[src/rtl/brs_pkg.sv]
// ----------------------------------------------------------------------------
// brs_pkg: shared types and constants for the bisection root sequencer
// Holds the request codes, configuration register indexes, the queue entry
// and response layouts, the search state enums and the fixed-point helpers.
// ----------------------------------------------------------------------------
package brs_pkg;

	localparam int unsigned Q_W         = 32;
	localparam int unsigned REQ_W       = 2;
	localparam int unsigned LIMIT_W     = 16;
	localparam int unsigned TOL_W       = 31;
	localparam int unsigned CFG_INDEX_W = 1;
	localparam int unsigned CFG_DATA_W  = 32;
	localparam int unsigned QUEUE_DEPTH = 2;

	// Request type codes carried on the request channel.
	localparam logic [REQ_W-1:0] REQ_BRACKET  = 2'd0;
	localparam logic [REQ_W-1:0] REQ_ROOT     = 2'd1;
	localparam logic [REQ_W-1:0] REQ_VALUE    = 2'd2;
	localparam logic [REQ_W-1:0] REQ_RESERVED = 2'd3;

	// Configuration register indexes.
	localparam logic [CFG_INDEX_W-1:0] CFG_IDX_LIMIT = 1'b0;
	localparam logic [CFG_INDEX_W-1:0] CFG_IDX_TOL   = 1'b1;

	localparam logic [LIMIT_W-1:0] LIMIT_RESET = 16'd64;
	localparam logic [TOL_W-1:0]   TOL_RESET   = 31'd1;

	// One in Q16.16.
	localparam logic signed [Q_W:0] ONE_Q16 = 33'sd65536;

	typedef enum logic [1:0] {
		KIND_BRACKET,
		KIND_ROOT,
		KIND_VALUE
	} kind_t;

	typedef enum logic [1:0] {
		MODE_IDLE,
		MODE_BRACKET,
		MODE_ROOT
	} mode_t;

	typedef enum logic [1:0] {
		PQ_NONE,
		PQ_LOW,
		PQ_HIGH,
		PQ_MID
	} pq_t;

	typedef struct packed {
		kind_t                 kind;
		logic signed [Q_W-1:0] range_low;
		logic signed [Q_W-1:0] range_high;
		logic signed [Q_W-1:0] func_value;
	} item_t;

	typedef struct packed {
		logic [LIMIT_W-1:0] iteration_limit;
		logic [TOL_W-1:0]   tolerance;
	} cfg_regs_t;

	typedef struct packed {
		logic                  is_final;
		logic signed [Q_W-1:0] query_point;
		logic                  found;
		logic signed [Q_W-1:0] bracket_low;
		logic signed [Q_W-1:0] bracket_high;
		logic signed [Q_W-1:0] root_estimate;
	} rsp_t;

	// Clamp a 33-bit signed value into the 32-bit signed range.
	function automatic logic signed [Q_W-1:0] sat33(input logic signed [Q_W:0] v);
		logic signed [Q_W-1:0] r;
		if (v[Q_W] != v[Q_W-1]) begin
			r = v[Q_W] ? {1'b1, {(Q_W-1){1'b0}}} : {1'b0, {(Q_W-1){1'b1}}};
		end else begin
			r = v[Q_W-1:0];
		end
		return r;
	endfunction

	// Exact midpoint of two ends, rounded toward zero.
	function automatic logic signed [Q_W-1:0] midpoint(input logic signed [Q_W-1:0] a,
		input logic signed [Q_W-1:0] b);
		logic signed [Q_W:0] sum;
		logic signed [Q_W:0] adj;
		sum = {a[Q_W-1], a} + {b[Q_W-1], b};
		adj = sum + {{Q_W{1'b0}}, sum[Q_W]};
		return adj[Q_W:1];
	endfunction

	// Two values bracket a root when either is zero or their signs differ.
	function automatic logic brackets(input logic signed [Q_W-1:0] a,
		input logic signed [Q_W-1:0] b);
		return (a == '0) || (b == '0) || (a[Q_W-1] != b[Q_W-1]);
	endfunction

endpackage

[src/rtl/brs_req_if.sv]
// ----------------------------------------------------------------------------
// brs_req_if: request channel
// Valid/ready channel that carries start items and function values.
// ----------------------------------------------------------------------------
interface brs_req_if;
	logic                                valid;
	logic                                ready;
	logic [brs_pkg::REQ_W-1:0]           req_type;
	logic signed [brs_pkg::Q_W-1:0]      range_low;
	logic signed [brs_pkg::Q_W-1:0]      range_high;
	logic signed [brs_pkg::Q_W-1:0]      func_value;

	modport source (output valid, output req_type, output range_low, output range_high,
		output func_value, input ready);
	modport sink (input valid, input req_type, input range_low, input range_high,
		input func_value, output ready);
endinterface

[src/rtl/brs_rsp_if.sv]
// ----------------------------------------------------------------------------
// brs_rsp_if: response channel
// Valid/ready channel that carries query requests and final answers.
// ----------------------------------------------------------------------------
interface brs_rsp_if;
	logic                           valid;
	logic                           ready;
	logic                           is_final;
	logic signed [brs_pkg::Q_W-1:0] query_point;
	logic                           found;
	logic signed [brs_pkg::Q_W-1:0] bracket_low;
	logic signed [brs_pkg::Q_W-1:0] bracket_high;
	logic signed [brs_pkg::Q_W-1:0] root_estimate;

	modport source (output valid, output is_final, output query_point, output found,
		output bracket_low, output bracket_high, output root_estimate, input ready);
	modport sink (input valid, input is_final, input query_point, input found,
		input bracket_low, input bracket_high, input root_estimate, output ready);
endinterface

[src/rtl/brs_cfg_if.sv]
// ----------------------------------------------------------------------------
// brs_cfg_if: configuration write channel
// Valid/ready channel that carries a register index and write data.
// ----------------------------------------------------------------------------
interface brs_cfg_if;
	logic                                valid;
	logic                                ready;
	logic [brs_pkg::CFG_INDEX_W-1:0]     index;
	logic [brs_pkg::CFG_DATA_W-1:0]      data;

	modport source (output valid, output index, output data, input ready);
	modport sink (input valid, input index, input data, output ready);
endinterface

[src/rtl/bisection_root_sequencer_core.sv]
// A request transfer writes the queue, and the search engine then carries the
// item into the response register once that register is empty or draining.
// Throughput: one request per cycle while the response side is not stalled.
// Reset: asynchronous, active low; empties the queue and response register,
// returns the search to idle and loads the limit with 64 and tolerance with 1.
// ----------------------------------------------------------------------------
// bisection_root_sequencer_core: bracket search and bisection sequencer
// Drives an external function evaluator in Q16.16 fixed point. Each start or
// function value transfer yields at most one response: the next point to
// evaluate or the final answer of the search.
// ----------------------------------------------------------------------------
module bisection_root_sequencer_core (
	input  logic       clk,
	input  logic       arst_n,
	brs_req_if.sink    req,
	brs_rsp_if.source  rsp,
	brs_cfg_if.sink    cfg
);
	import brs_pkg::*;

	// The intake classifies each request transfer and places it in a short
	// queue. Reserved request codes are accepted and dropped there, so they
	// never reach the search engine. Configuration writes land in the intake's
	// register file, which the search engine reads directly.
	logic      push_valid;
	logic      push_ready;
	item_t     push_item;
	logic      pop_valid;
	logic      pop_ready;
	item_t     pop_item;
	cfg_regs_t cfg_regs;

	brs_front u_front (
		.clk        (clk),
		.arst_n     (arst_n),
		.req        (req),
		.cfg        (cfg),
		.push_valid (push_valid),
		.push_item  (push_item),
		.push_ready (push_ready),
		.cfg_regs   (cfg_regs)
	);

	// The queue lets the intake keep taking transfers while the response
	// register is held by a stalled consumer, and the other way round.
	brs_queue u_queue (
		.clk        (clk),
		.arst_n     (arst_n),
		.push_valid (push_valid),
		.push_item  (push_item),
		.push_ready (push_ready),
		.pop_valid  (pop_valid),
		.pop_item   (pop_item),
		.pop_ready  (pop_ready)
	);

	// The search engine takes one queued item per cycle whenever its response
	// register is empty or being drained. Bracket mode widens the interval by
	// half its width on each side with saturation; root mode bisects and
	// keeps the midpoint whose value has the smallest magnitude. A value that
	// arrives with no query outstanding is consumed without a response.
	brs_back u_back (
		.clk       (clk),
		.arst_n    (arst_n),
		.pop_valid (pop_valid),
		.pop_item  (pop_item),
		.pop_ready (pop_ready),
		.cfg_regs  (cfg_regs),
		.rsp       (rsp)
	);
endmodule

[src/rtl/brs_front.sv]
// ----------------------------------------------------------------------------
// brs_front: request intake and configuration registers
// Decodes the request type, drops reserved codes and pushes classified items
// into the queue. Also holds the configuration register file.
// ----------------------------------------------------------------------------
module brs_front (
	input  logic                clk,
	input  logic                arst_n,
	brs_req_if.sink             req,
	brs_cfg_if.sink             cfg,
	output logic                push_valid,
	output brs_pkg::item_t      push_item,
	input  logic                push_ready,
	output brs_pkg::cfg_regs_t  cfg_regs
);
	import brs_pkg::*;

	cfg_regs_t cfg_q;

	// A reserved code is taken and discarded without using a queue slot.
	assign req.ready  = push_ready;
	assign push_valid = req.valid && (req.req_type != REQ_RESERVED);

	always_comb begin
		push_item.range_low  = req.range_low;
		push_item.range_high = req.range_high;
		push_item.func_value = req.func_value;
		unique case (req.req_type)
			REQ_BRACKET: push_item.kind = KIND_BRACKET;
			REQ_ROOT:    push_item.kind = KIND_ROOT;
			REQ_VALUE:   push_item.kind = KIND_VALUE;
			default:     push_item.kind = KIND_VALUE;
		endcase
	end

	assign cfg.ready = 1'b1;
	assign cfg_regs  = cfg_q;

	always_ff @(posedge clk or negedge arst_n) begin
		if (!arst_n) begin
			cfg_q.iteration_limit <= LIMIT_RESET;
			cfg_q.tolerance       <= TOL_RESET;
		end else if (cfg.valid) begin
			unique case (cfg.index)
				CFG_IDX_LIMIT: cfg_q.iteration_limit <= cfg.data[LIMIT_W-1:0];
				CFG_IDX_TOL:   cfg_q.tolerance       <= cfg.data[TOL_W-1:0];
				default:       cfg_q <= cfg_q;
			endcase
		end
	end
endmodule

[src/rtl/brs_queue.sv]
// ----------------------------------------------------------------------------
// brs_queue: short queue between intake and search engine
// Small register FIFO so that intake and search engine stall independently.
// ----------------------------------------------------------------------------
module brs_queue (
	input  logic            clk,
	input  logic            arst_n,
	input  logic            push_valid,
	input  brs_pkg::item_t  push_item,
	output logic            push_ready,
	output logic            pop_valid,
	output brs_pkg::item_t  pop_item,
	input  logic            pop_ready
);
	import brs_pkg::*;

	localparam int unsigned PTR_W = $clog2(QUEUE_DEPTH);

	item_t            store_q [QUEUE_DEPTH];
	logic [PTR_W-1:0] wr_ptr_q;
	logic [PTR_W-1:0] rd_ptr_q;
	logic [PTR_W:0]   count_q;
	logic             do_push;
	logic             do_pop;

	assign push_ready = (count_q != (PTR_W + 1)'(QUEUE_DEPTH));
	assign pop_valid  = (count_q != '0);
	assign pop_item   = store_q[rd_ptr_q];
	assign do_push    = push_valid && push_ready;
	assign do_pop     = pop_valid && pop_ready;

	always_ff @(posedge clk) begin
		if (do_push) begin
			store_q[wr_ptr_q] <= push_item;
		end
	end

	always_ff @(posedge clk or negedge arst_n) begin
		if (!arst_n) begin
			wr_ptr_q <= '0;
			rd_ptr_q <= '0;
			count_q  <= '0;
		end else begin
			if (do_push) begin
				wr_ptr_q <= wr_ptr_q + 1'b1;
			end
			if (do_pop) begin
				rd_ptr_q <= rd_ptr_q + 1'b1;
			end
			unique case ({do_push, do_pop})
				2'b10:   count_q <= count_q + 1'b1;
				2'b01:   count_q <= count_q - 1'b1;
				default: count_q <= count_q;
			endcase
		end
	end
endmodule

[src/rtl/brs_back.sv]
// ----------------------------------------------------------------------------
// brs_back: search engine and response register
// Holds the bracket or bisection state, carries out one queued item per
// cycle unless stalled and registers the resulting query or final answer.
// ----------------------------------------------------------------------------
module brs_back (
	input  logic               clk,
	input  logic               arst_n,
	input  logic               pop_valid,
	input  brs_pkg::item_t     pop_item,
	output logic               pop_ready,
	input  brs_pkg::cfg_regs_t cfg_regs,
	brs_rsp_if.source          rsp
);
	import brs_pkg::*;

	// Search state.
	mode_t                 mode_q,      mode_d;
	pq_t                   pq_q,        pq_d;
	logic signed [Q_W-1:0] low_q,       low_d;
	logic signed [Q_W-1:0] high_q,      high_d;
	logic signed [Q_W-1:0] vlow_q,      vlow_d;
	logic [LIMIT_W-1:0]    cnt_q,       cnt_d;
	logic signed [Q_W-1:0] best_pt_q,   best_pt_d;
	logic [Q_W-1:0]        best_mag_q,  best_mag_d;

	// Response register.
	logic out_valid_q;
	rsp_t out_q;
	rsp_t res;
	logic has_res;
	logic step;

	// Shared arithmetic.
	logic signed [Q_W-1:0] rl, rh, f;
	logic signed [Q_W:0]   start_sum;
	logic signed [Q_W-1:0] start_high;
	logic signed [Q_W:0]   width;
	logic [Q_W-1:0]        diff;
	logic signed [Q_W-1:0] exp_low, exp_high;
	logic signed [Q_W-1:0] mid, new_mid;
	logic signed [Q_W-1:0] bis_low, bis_high;
	logic [Q_W-1:0]        mag;
	logic [LIMIT_W-1:0]    cnt_inc;
	logic                  brk, better, tol_hit, lim_cur, lim_inc, lim_zero, active;

	assign rl = pop_item.range_low;
	assign rh = pop_item.range_high;
	assign f  = pop_item.func_value;

	assign start_sum  = {rl[Q_W-1], rl} + ONE_Q16;
	assign start_high = (rh <= rl) ? sat33(start_sum) : rh;

	assign width    = {high_q[Q_W-1], high_q} - {low_q[Q_W-1], low_q};
	assign diff     = width[Q_W] ? '0 : width[Q_W:1];
	assign exp_low  = sat33({low_q[Q_W-1], low_q} - {1'b0, diff});
	assign exp_high = sat33({high_q[Q_W-1], high_q} + {1'b0, diff});

	assign brk      = brackets(vlow_q, f);
	assign mid      = midpoint(low_q, high_q);
	assign bis_low  = brk ? low_q : mid;
	assign bis_high = brk ? mid : high_q;
	assign new_mid  = midpoint(bis_low, bis_high);
	assign mag      = f[Q_W-1] ? (~f + 1'b1) : f;
	assign better   = mag < best_mag_q;
	assign tol_hit  = mag <= {1'b0, cfg_regs.tolerance};

	assign cnt_inc  = cnt_q + 1'b1;
	assign lim_cur  = cnt_q >= cfg_regs.iteration_limit;
	assign lim_inc  = cnt_inc >= cfg_regs.iteration_limit;
	assign lim_zero = cfg_regs.iteration_limit == '0;
	assign active   = (mode_q != MODE_IDLE) && (pq_q != PQ_NONE);

	assign pop_ready = !out_valid_q || rsp.ready;
	assign step      = pop_valid && pop_ready;

	// Next state of the search.
	always_comb begin
		mode_d     = mode_q;
		pq_d       = pq_q;
		low_d      = low_q;
		high_d     = high_q;
		vlow_d     = vlow_q;
		cnt_d      = cnt_q;
		best_pt_d  = best_pt_q;
		best_mag_d = best_mag_q;
		unique case (pop_item.kind)
			KIND_BRACKET, KIND_ROOT: begin
				low_d      = rl;
				vlow_d     = '0;
				cnt_d      = '0;
				best_pt_d  = '0;
				best_mag_d = '1;
				pq_d       = PQ_LOW;
				if (pop_item.kind == KIND_BRACKET) begin
					high_d = start_high;
					mode_d = MODE_BRACKET;
					if (lim_zero) begin
						mode_d = MODE_IDLE;
						pq_d   = PQ_NONE;
					end
				end else begin
					high_d = rh;
					mode_d = MODE_ROOT;
				end
			end
			default: begin
				if (active) begin
					if (pq_q == PQ_LOW) begin
						vlow_d = f;
						pq_d   = PQ_HIGH;
					end else if (mode_q == MODE_BRACKET) begin
						if (brk) begin
							mode_d = MODE_IDLE;
							pq_d   = PQ_NONE;
						end else begin
							cnt_d  = cnt_inc;
							low_d  = exp_low;
							high_d = exp_high;
							if (lim_inc) begin
								mode_d = MODE_IDLE;
								pq_d   = PQ_NONE;
							end else begin
								pq_d = PQ_LOW;
							end
						end
					end else if (pq_q == PQ_HIGH) begin
						if (!brk || lim_cur) begin
							mode_d = MODE_IDLE;
							pq_d   = PQ_NONE;
						end else begin
							pq_d = PQ_MID;
						end
					end else begin
						low_d  = bis_low;
						high_d = bis_high;
						if (!brk) begin
							vlow_d = f;
						end
						cnt_d = cnt_inc;
						if (better) begin
							best_mag_d = mag;
							best_pt_d  = mid;
						end
						if ((better && tol_hit) || lim_inc) begin
							mode_d = MODE_IDLE;
							pq_d   = PQ_NONE;
						end
					end
				end
			end
		endcase
	end

	// Result of the item: a query request, a final answer or nothing.
	always_comb begin
		res     = '0;
		has_res = 1'b1;
		unique case (pop_item.kind)
			KIND_BRACKET: begin
				if (lim_zero) begin
					res.is_final     = 1'b1;
					res.bracket_low  = rl;
					res.bracket_high = start_high;
				end else begin
					res.query_point = rl;
				end
			end
			KIND_ROOT: res.query_point = rl;
			default: begin
				if (!active) begin
					has_res = 1'b0;
				end else if (pq_q == PQ_LOW) begin
					res.query_point = high_q;
				end else if (mode_q == MODE_BRACKET) begin
					if (brk) begin
						res.is_final     = 1'b1;
						res.found        = 1'b1;
						res.bracket_low  = low_q;
						res.bracket_high = high_q;
					end else if (lim_inc) begin
						res.is_final     = 1'b1;
						res.bracket_low  = exp_low;
						res.bracket_high = exp_high;
					end else begin
						res.query_point = exp_low;
					end
				end else if (pq_q == PQ_HIGH) begin
					if (!brk) begin
						res.is_final = 1'b1;
					end else if (lim_cur) begin
						res.is_final      = 1'b1;
						res.root_estimate = best_pt_q;
					end else begin
						res.query_point = mid;
					end
				end else begin
					if (better && tol_hit) begin
						res.is_final      = 1'b1;
						res.found         = 1'b1;
						res.root_estimate = mid;
					end else if (lim_inc) begin
						res.is_final      = 1'b1;
						res.root_estimate = better ? mid : best_pt_q;
					end else begin
						res.query_point = new_mid;
					end
				end
			end
		endcase
	end

	always_ff @(posedge clk or negedge arst_n) begin
		if (!arst_n) begin
			mode_q      <= MODE_IDLE;
			pq_q        <= PQ_NONE;
			low_q       <= '0;
			high_q      <= '0;
			vlow_q      <= '0;
			cnt_q       <= '0;
			best_pt_q   <= '0;
			best_mag_q  <= '1;
			out_valid_q <= 1'b0;
		end else begin
			if (step) begin
				mode_q     <= mode_d;
				pq_q       <= pq_d;
				low_q      <= low_d;
				high_q     <= high_d;
				vlow_q     <= vlow_d;
				cnt_q      <= cnt_d;
				best_pt_q  <= best_pt_d;
				best_mag_q <= best_mag_d;
			end
			if (step && has_res) begin
				out_valid_q <= 1'b1;
			end else if (rsp.ready) begin
				out_valid_q <= 1'b0;
			end
		end
	end

	always_ff @(posedge clk) begin
		if (step && has_res) begin
			out_q <= res;
		end
	end

	assign rsp.valid         = out_valid_q;
	assign rsp.is_final      = out_q.is_final;
	assign rsp.query_point   = out_q.query_point;
	assign rsp.found         = out_q.found;
	assign rsp.bracket_low   = out_q.bracket_low;
	assign rsp.bracket_high  = out_q.bracket_high;
	assign rsp.root_estimate = out_q.root_estimate;
endmodule

[src/flat_wrapper.sv]
// flat-port wrapper written by rule: the top's interface ports become plain ports
module bisection_root_sequencer_core_flat import brs_pkg::*;
  (clk, arst_n, req_valid, req_req_type, req_range_low, req_range_high, req_func_value, req_ready, rsp_valid, rsp_is_final, rsp_query_point, rsp_found, rsp_bracket_low, rsp_bracket_high, rsp_root_estimate, rsp_ready, cfg_valid, cfg_index, cfg_data, cfg_ready);
  brs_req_if req_i ();
  brs_rsp_if rsp_i ();
  brs_cfg_if cfg_i ();
  input  logic clk;
  input  logic arst_n;
  input wire logic [$bits(req_i.valid)-1:0] req_valid;
  input wire logic [$bits(req_i.req_type)-1:0] req_req_type;
  input wire logic [$bits(req_i.range_low)-1:0] req_range_low;
  input wire logic [$bits(req_i.range_high)-1:0] req_range_high;
  input wire logic [$bits(req_i.func_value)-1:0] req_func_value;
  output wire logic [$bits(req_i.ready)-1:0] req_ready;
  output wire logic [$bits(rsp_i.valid)-1:0] rsp_valid;
  output wire logic [$bits(rsp_i.is_final)-1:0] rsp_is_final;
  output wire logic [$bits(rsp_i.query_point)-1:0] rsp_query_point;
  output wire logic [$bits(rsp_i.found)-1:0] rsp_found;
  output wire logic [$bits(rsp_i.bracket_low)-1:0] rsp_bracket_low;
  output wire logic [$bits(rsp_i.bracket_high)-1:0] rsp_bracket_high;
  output wire logic [$bits(rsp_i.root_estimate)-1:0] rsp_root_estimate;
  input wire logic [$bits(rsp_i.ready)-1:0] rsp_ready;
  input wire logic [$bits(cfg_i.valid)-1:0] cfg_valid;
  input wire logic [$bits(cfg_i.index)-1:0] cfg_index;
  input wire logic [$bits(cfg_i.data)-1:0] cfg_data;
  output wire logic [$bits(cfg_i.ready)-1:0] cfg_ready;
  assign req_i.valid = req_valid;
  assign req_i.req_type = req_req_type;
  assign req_i.range_low = req_range_low;
  assign req_i.range_high = req_range_high;
  assign req_i.func_value = req_func_value;
  assign req_ready = req_i.ready;
  assign rsp_valid = rsp_i.valid;
  assign rsp_is_final = rsp_i.is_final;
  assign rsp_query_point = rsp_i.query_point;
  assign rsp_found = rsp_i.found;
  assign rsp_bracket_low = rsp_i.bracket_low;
  assign rsp_bracket_high = rsp_i.bracket_high;
  assign rsp_root_estimate = rsp_i.root_estimate;
  assign rsp_i.ready = rsp_ready;
  assign cfg_i.valid = cfg_valid;
  assign cfg_i.index = cfg_index;
  assign cfg_i.data = cfg_data;
  assign cfg_ready = cfg_i.ready;
  bisection_root_sequencer_core u_core (.clk(clk), .arst_n(arst_n), .req(req_i), .rsp(rsp_i), .cfg(cfg_i));
endmodule
[config.mk]
export PLATFORM = sky130hd
export DESIGN_NAME = bisection_root_sequencer_core_flat
export DESIGN_NICKNAME = d
export VERILOG_FILES = /design/src/rtl/brs_pkg.sv /design/src/rtl/brs_req_if.sv /design/src/rtl/brs_rsp_if.sv /design/src/rtl/brs_cfg_if.sv /design/src/rtl/bisection_root_sequencer_core.sv /design/src/rtl/brs_front.sv /design/src/rtl/brs_queue.sv /design/src/rtl/brs_back.sv /design/src/flat_wrapper.sv
export SDC_FILE = /design/constraint.sdc
export NUM_CORES = 2
export LEC_CHECK = 0
export BUFFER_PORTS_ARGS = -buffer_cell sky130_fd_sc_hd__clkbuf_2
export CAP_MARGIN = 20
export CORE_MARGIN = 3
export CORE_UTILIZATION = 25
export DETAILED_ROUTE_END_ITERATION = 10
export SETUP_SLACK_MARGIN = 0.2
export SYNTH_ARGS = -nofsm -noshare
export SYNTH_HDL_FRONTEND = slang
export SYNTH_HIERARCHICAL = 1
export SYNTH_SLANG_ARGS = --single-unit
export TNS_END_PERCENT = 5
[constraint.sdc]
create_clock -name clk -period 23.9 [get_ports clk]
set_input_delay 1.195 -clock clk [delete_from_list [all_inputs] [get_ports clk]]
set_output_delay 1.195 -clock clk [all_outputs]
set_load 0.01 [all_outputs]
### Word level (Yosys, flattened, before mapping)

Memories as Yosys holds them, arrays and structs flattened.
Cells that the tools add are included.

| storage, ports and cells | value |
|---|---|
| memories | 1 |
| bits in writable memories | 196 |
| register bits | 362 |
| word-level logic and storage cells | 215 |
| output and inout port bits | 133 |

Memory list:

| memory | words | bits a word | read ports | clocked after Yosys merged registers in | wr ports | RTL line | RTL |
|---|---|---|---|---|---|---|---|
| u_core.u_queue.store_q | 2 | 98 | 1 | 0 | 1 | brs_queue.sv:19 | `item_t store_q [QUEUE_DEPTH];` |

| operators by class | value |
|---|---|
| multiplexer cells | 111 |
| order comparisons | 5 |
| reduce and logical (&&, ||, !) cells | 38 |
| add/sub/neg operators | 14 |
| equal/unequal tests | 23 |
| bitwise logic cells | 3 |

Operators with widths:

| operator | number |
|---|---|
| 32-bit 2-to-1 mux | 55 |
| 64-bit 2-to-1 mux | 4 |
| 130-bit 2-to-1 mux | 1 |
| 64-bit case mux with 2 select lines | 1 |
| 32-bit by 32-bit adder with 33-bit output | 3 |
| 97-bit 2-to-1 mux | 1 |
| 16-bit 2-to-1 mux | 6 |
| 33-bit by 1-bit adder with 33-bit output | 2 |
| 32-bit by 32-bit subtractor with 33-bit output | 2 |
| 32-bit zero test | 2 |
| 32-bit case mux with 2 select lines | 1 |
| 34-bit 2-to-1 mux | 1 |
| 32-bit by 18-bit adder with 33-bit output (second input constant) | 1 |
| 33-bit 2-to-1 mux | 1 |
| 32-bit by 1-bit adder with 32-bit output (second input constant) | 1 |
| 16-bit >= comparator | 2 |
| 32-bit by 31-bit <= comparator with 1-bit output | 1 |
| 32-bit <= comparator | 1 |
| 32-bit less-than comparator | 1 |
| 2-bit 2-to-1 mux | 16 |
| 32-bit NOT | 1 |
| 31-bit 2-to-1 mux | 1 |
| 1-bit 2-to-1 mux | 20 |
| 16-bit by 1-bit adder with 16-bit output (second input constant) | 1 |
| other kinds (28) | 68 |

### Depth between registers and ports, before layout

An unclocked memory read counts as a cell.

| depth | value |
|---|---|
| word-level depth | 14 |
| gate-level depth with buffers | 48 |

### By module

Netlist, hierarchy kept.

By module, submodules not included:

| module | cells an instance | area an instance (µm²) | times used |
|---|---|---|---|
| brs_back | 3899 | 31129.9 | 1 |
| brs_queue | 322 | 7295.7 | 1 |
| brs_front | 203 | 2640.0 | 1 |

### Worst setup path after synthesis

No wires, ideal clock.

| timing path | value |
|---|---|
| path kind | register -> register |
| from | register u_core.u_back.high_q[0] |
| to | register u_core.u_back.out_q, in the netlist u_core/u_back/rsp.bracket_high[18], data pin |
| data arrival time | 8.709 ns |
| clock period less this slack | 8.980 ns |
| setup time | 0.271 ns |
| path buffers | 4 |
| setup slack | 14.920 ns |
| stages on the path, launching flop included | 47 |
| path through | dfrtp_1 inv_1 ha_1 inv_1 fa_1 a21o_1 a21oi_1 o21ai_0 a21oi_1 o21ai_0 a21oi_1 nor2b_1 o21a_1 o41a_1 a41o_1 o41ai_1 o21a_1 a21oi_1 [... 11 more ...] a21oi_1 o211a_1 o311ai_0 a41oi_1 o21ai_0 a311oi_1 o41ai_1 a21o_1 clkbuf_1 inv_1 ha_1 buf_1 clkbuf_1 nor2_1 a21oi_1 nand2_1 o21ai_0 o22ai_1 |

RTL lines:

| item | RTL line | RTL |
|---|---|---|
| start, declared | brs_back.sv:21 | `logic signed [Q_W-1:0] high_q, high_d;` |
| start signal, assigned | brs_back.sv:229 | `high_q <= high_d;` |
| end signal, assigned | brs_back.sv:245 | `out_q <= res;` |
| end, declared | brs_back.sv:29 | `rsp_t out_q;` |

==> summary.log <==
[logic_synthesis] Mapped Nets 4857
[clocking] clk root buf sky130_fd_sc_hd__clkbuf_16
[clocking] setup fix buffers added after clock tree synthesis 0
[placed_design] final weighted congestion of routability-driven global placement 0.999
[sta] worst slew pin tran 1.27 ns
[global_routing] grt ovf 0
[global_routing] number of global-route vias before repair 33800
[detailed_routing] via count 35800
[detailed_routing] detailed-route wire length 165 mm
[placed_design] half-perimeter wire length of the detailed placement result 126 mm
[detailed_routing] mean number of vias per cell 5.33
[clocking] H-tree levels 2
[worst_setup_path] launch point of the critical path u_core/u_back/high_q[17]
[logic_synthesis] Post-Syn Instances 4424
[clocking] TritonCTS clock tree yes
[floorplan] initial standard-cell utilization of the core 25.2%
[sta] Highest Clock Rate 0.0718 GHz
[worst_setup_path] Req. time, crit path 24.18 ns
[global_routing] antenna violations before repair 13
[detailed_routing] DRC viols 0
[layout] number of filler cells placed in the layout 17300
[logic_synthesis] count of yosys warnings during synthesis 6
[layout] register bank with the most flops u_core/u_queue/store_q
[floorplan] height of the die 411 microns
[hold_path] worst min-delay path class primary input to asynchronous set/reset pin
[layout] commonest cells after routing, fill and taps aside sky130_fd_sc_hd__nand2_1, sky130_fd_sc_hd__o21ai_0, sky130_fd_sc_hd__edfxtp_1
[logic_synthesis] leading register cell type out of synthesis sky130_fd_sc_hd__edfxtp_1
[placed_design] post-place instance area 44000 sq um
[worst_setup_path] critical path endpoint category flop
[detailed_routing] length of the first detailed-routing pass in iterations 6
[floorplan] IO Pins 269
[clocking] TritonCTS Buffers 60
[worst_setup_path] endpoint of the most critical setup path u_core/u_back/rsp.query_point[29]
[logic_synthesis] number of flip-flops and latches in the synthesized netlist 558
[worst_setup_path] CP Class flop to flop
[floorplan] number of rows created at floorplan 148
[clocking] cells resized by post-CTS repair 0
[layout] Layout Nets 4924
[worst_setup_path] category of the worst setup path launch point flop
[sta] RSZ-0062 raised after global routing false
[logic_synthesis] number of enable flip-flop cells after synthesis 326
[detailed_routing] post-DR wirelength/cell 24.5 microns
[sta] number of endpoints with negative hold slack in the final report 0
[clocking] clk sink count 558
[layout] leading cell type in the layout, fill and taps excluded sky130_fd_sc_hd__nand2_1
[layout] sequential cell area 15600 sq um
[worst_setup_path] longest individual stage delay on the worst path 0.80 ns
[sta] Finish-stage setup viols 0
[global_routing] global-route wire length before repair 235 mm
[clocking] hold-fix buffers at CTS 0
[sta] normalized max-slew margin 14.3%
[worst_setup_path] slowest CP cell sky130_fd_sc_hd__xor2_1
[worst_setup_path] maximum fanout along the worst path 12
[clocking] number of buffers on the longest clock path 3
[detailed_routing] Post-DRT Antenna Nets 0
[sta] final worst-path cycle share 58.3%
[clocking] clock input transition at the sequential cells of the worst setup and hold paths 0.06 ns
[logic_synthesis] synthesized area per cell 9.28 sq um
[clocking] clock latency on the worst-skew pair 0.71 ns
[layout] max reg flops 196
[detailed_routing] starting DRC count in detailed routing 4203
[logic_synthesis] Synth async-reset ratio 41.6%
[worst_setup_path] FF-to-FF path depth 40
[sta] shortest period the worst path allows 13.94 ns
[floorplan] die width 411 microns
[logic_synthesis] area of the mapped netlist 41100 sq um
[outcome] run status finished clean
[worst_setup_path] Arr. time, crit path 14.21 ns
[layout] share of cells above drive strength 1 15.5%
[layout] area occupied by multi-input gates 22900 sq um
[global_routing] largest net degree at the start of global routing 93
[logic_synthesis] share of the yosys chip area belonging to registers 38.1%
[sta] Final TNS setup 0 ns
[placed_design] count of port buffers added during placement 266
[job] max-capacitance violation count 0
[sta] count of final max-slew check failures 0
[sta] setup clock skew after layout 0.103 ns
[worst_setup_path] Reg-to-Reg Start u_core/u_back/high_q[17]
[layout] synthesis-to-finish area growth 12.2%
[floorplan] area of the placeable core 163000 sq um
[worst_setup_path] endpoint of the worst-slack reg-to-reg timing path u_core/u_back/rsp.query_point[29]
[global_routing] GRT Overall Usage 18.7%
[floorplan] area of the die 169000 sq um
[logic_synthesis] number of distinct library cells after synthesis 115
[layout] final instance area 46100 sq um
[worst_setup_path] register-to-register setup slack 9.96 ns
[layout make-up]
class	count	area share [%]
Clock buffer	73	3.54
Inverter	254	2.08
Antenna cell	3	0.0163
Sequential cell	558	33.9
Tap cell	2175	5.91
Clock inverter	40	0.912
Timing Repair Buffer	327	3.94
Multi-Input combinational cell	3290	49.7
[worst max-delay path: cells and delay by family (launching register included)]
family / cells / cell delay (ns)
compound gates: 14 / 4.23
flops: 1 / 0.53
buf+inv: 4 / 0.72
xor+xnor: 1 / 0.80
fa+ha+maj: 4 / 1.60
mux: 1 / 0.28
simple gates: 16 / 5.34
[cells in the mapped netlist, types with 15 or more instances]
master / count / area, sq um
sky130_fd_sc_hd__nand2_1: 442 / 1660
sky130_fd_sc_hd__o21ai_0: 386 / 1930
sky130_fd_sc_hd__edfxtp_1: 326 / 9790
sky130_fd_sc_hd__nor2_1: 321 / 1200
sky130_fd_sc_hd__ha_1: 292 / 3650
sky130_fd_sc_hd__inv_1: 252 / 946
sky130_fd_sc_hd__a21oi_1: 234 / 1170
sky130_fd_sc_hd__dfrtp_1: 198 / 4950
sky130_fd_sc_hd__clkbuf_1: 175 / 657
sky130_fd_sc_hd__xnor2_1: 155 / 1360
sky130_fd_sc_hd__mux2_2: 123 / 1390
sky130_fd_sc_hd__buf_4: 101 / 758
sky130_fd_sc_hd__a21o_1: 89 / 668
sky130_fd_sc_hd__xor2_1: 84 / 736
sky130_fd_sc_hd__nand3_1: 70 / 350
sky130_fd_sc_hd__nor3_1: 64 / 320
sky130_fd_sc_hd__o211ai_1: 63 / 473
sky130_fd_sc_hd__nor2b_1: 59 / 369
sky130_fd_sc_hd__and2_1: 52 / 325
sky130_fd_sc_hd__mux2i_1: 52 / 521
sky130_fd_sc_hd__o21a_1: 50 / 375
sky130_fd_sc_hd__nand2b_1: 49 / 307
sky130_fd_sc_hd__a22o_1: 45 / 394
sky130_fd_sc_hd__nand4_1: 44 / 275
sky130_fd_sc_hd__nor4_1: 39 / 244
sky130_fd_sc_hd__a221oi_1: 37 / 324
sky130_fd_sc_hd__and3_1: 34 / 213
sky130_fd_sc_hd__dfstp_2: 34 / 893
sky130_fd_sc_hd__mux2_4: 34 / 510
sky130_fd_sc_hd__o22ai_1: 34 / 213
sky130_fd_sc_hd__a31oi_1: 33 / 206
sky130_fd_sc_hd__o31ai_1: 31 / 233
sky130_fd_sc_hd__a21boi_0: 25 / 188
sky130_fd_sc_hd__a22oi_1: 24 / 180
sky130_fd_sc_hd__or3_1: 24 / 150
sky130_fd_sc_hd__a211oi_1: 22 / 165
sky130_fd_sc_hd__buf_1: 22 / 82.6
sky130_fd_sc_hd__or2_2: 15 / 93.8
[per-layer routing]
layer  wire [microns]  vias up  GRT usage [%]  part of all wire (%)
met2            73300     1836           29.2                    44
li1                 -    16200              -                     -
met5               39        -              0                 0.024
met1            66700    17400           24.3                    40
met3            15100      369           3.82                   9.2
met4             9630        6           9.71                   5.8
[through the flow]
| stage | hold WS (ns) | instances | utilization [%] | setup slack [ns] |
|---|---|---|---|---|
| 3_5_place_dp | 0.470 | 6601 | 27.0 | 10.67 |
| 3_3_place_gp | 0.463 | 6600 | 27.0 | 10.77 |
| 6_report | 0.417 | 6720 | 28.3 | 9.96 |
| 5_1_grt | 0.443 | 6720 | 28.3 | 9.81 |
| 4_1_cts | 0.416 | 6714 | 28.2 | 10.54 |
| 2_1_floorplan | 0.450 | 4424 | - | 14.92 |
[worst min path at each step]
stage | slack, ns | to
2_1_floorplan | 0.45 | u_core/u_back/best_pt_q[11]
3_3_place_gp | 0.46 | u_core/u_back/best_pt_q[13]
3_5_place_dp | 0.47 | u_core/u_back/best_pt_q[13]
4_1_cts | 0.42 | u_core/u_queue/wr_ptr_q
5_1_grt | 0.44 | u_core/u_queue/count_q[1]
6_report | 0.42 | u_core/u_queue/count_q[1]
[kinds of logic (layout without fill, tap and decap cells)]
kind of cell / after synthesis / in the layout / share of synthesized area, %
other: 1 / 4 / 0.00913
adders and majority gates: 300 / 300 / 9.22
xor gates and xnor gates: 244 / 244 / 5.37
AOI/OAI and AO/OA: 1263 / 1263 / 20.2
DFF: 558 / 558 / 38.1
muxes: 210 / 210 / 5.91
buffers and inverters: 576 / 694 / 6.45
and+or+nand+nor: 1272 / 1272 / 14.8
Power is not shown: default switching activity piles up to over one toggle a cycle in this logic, so the estimate is an artifact.
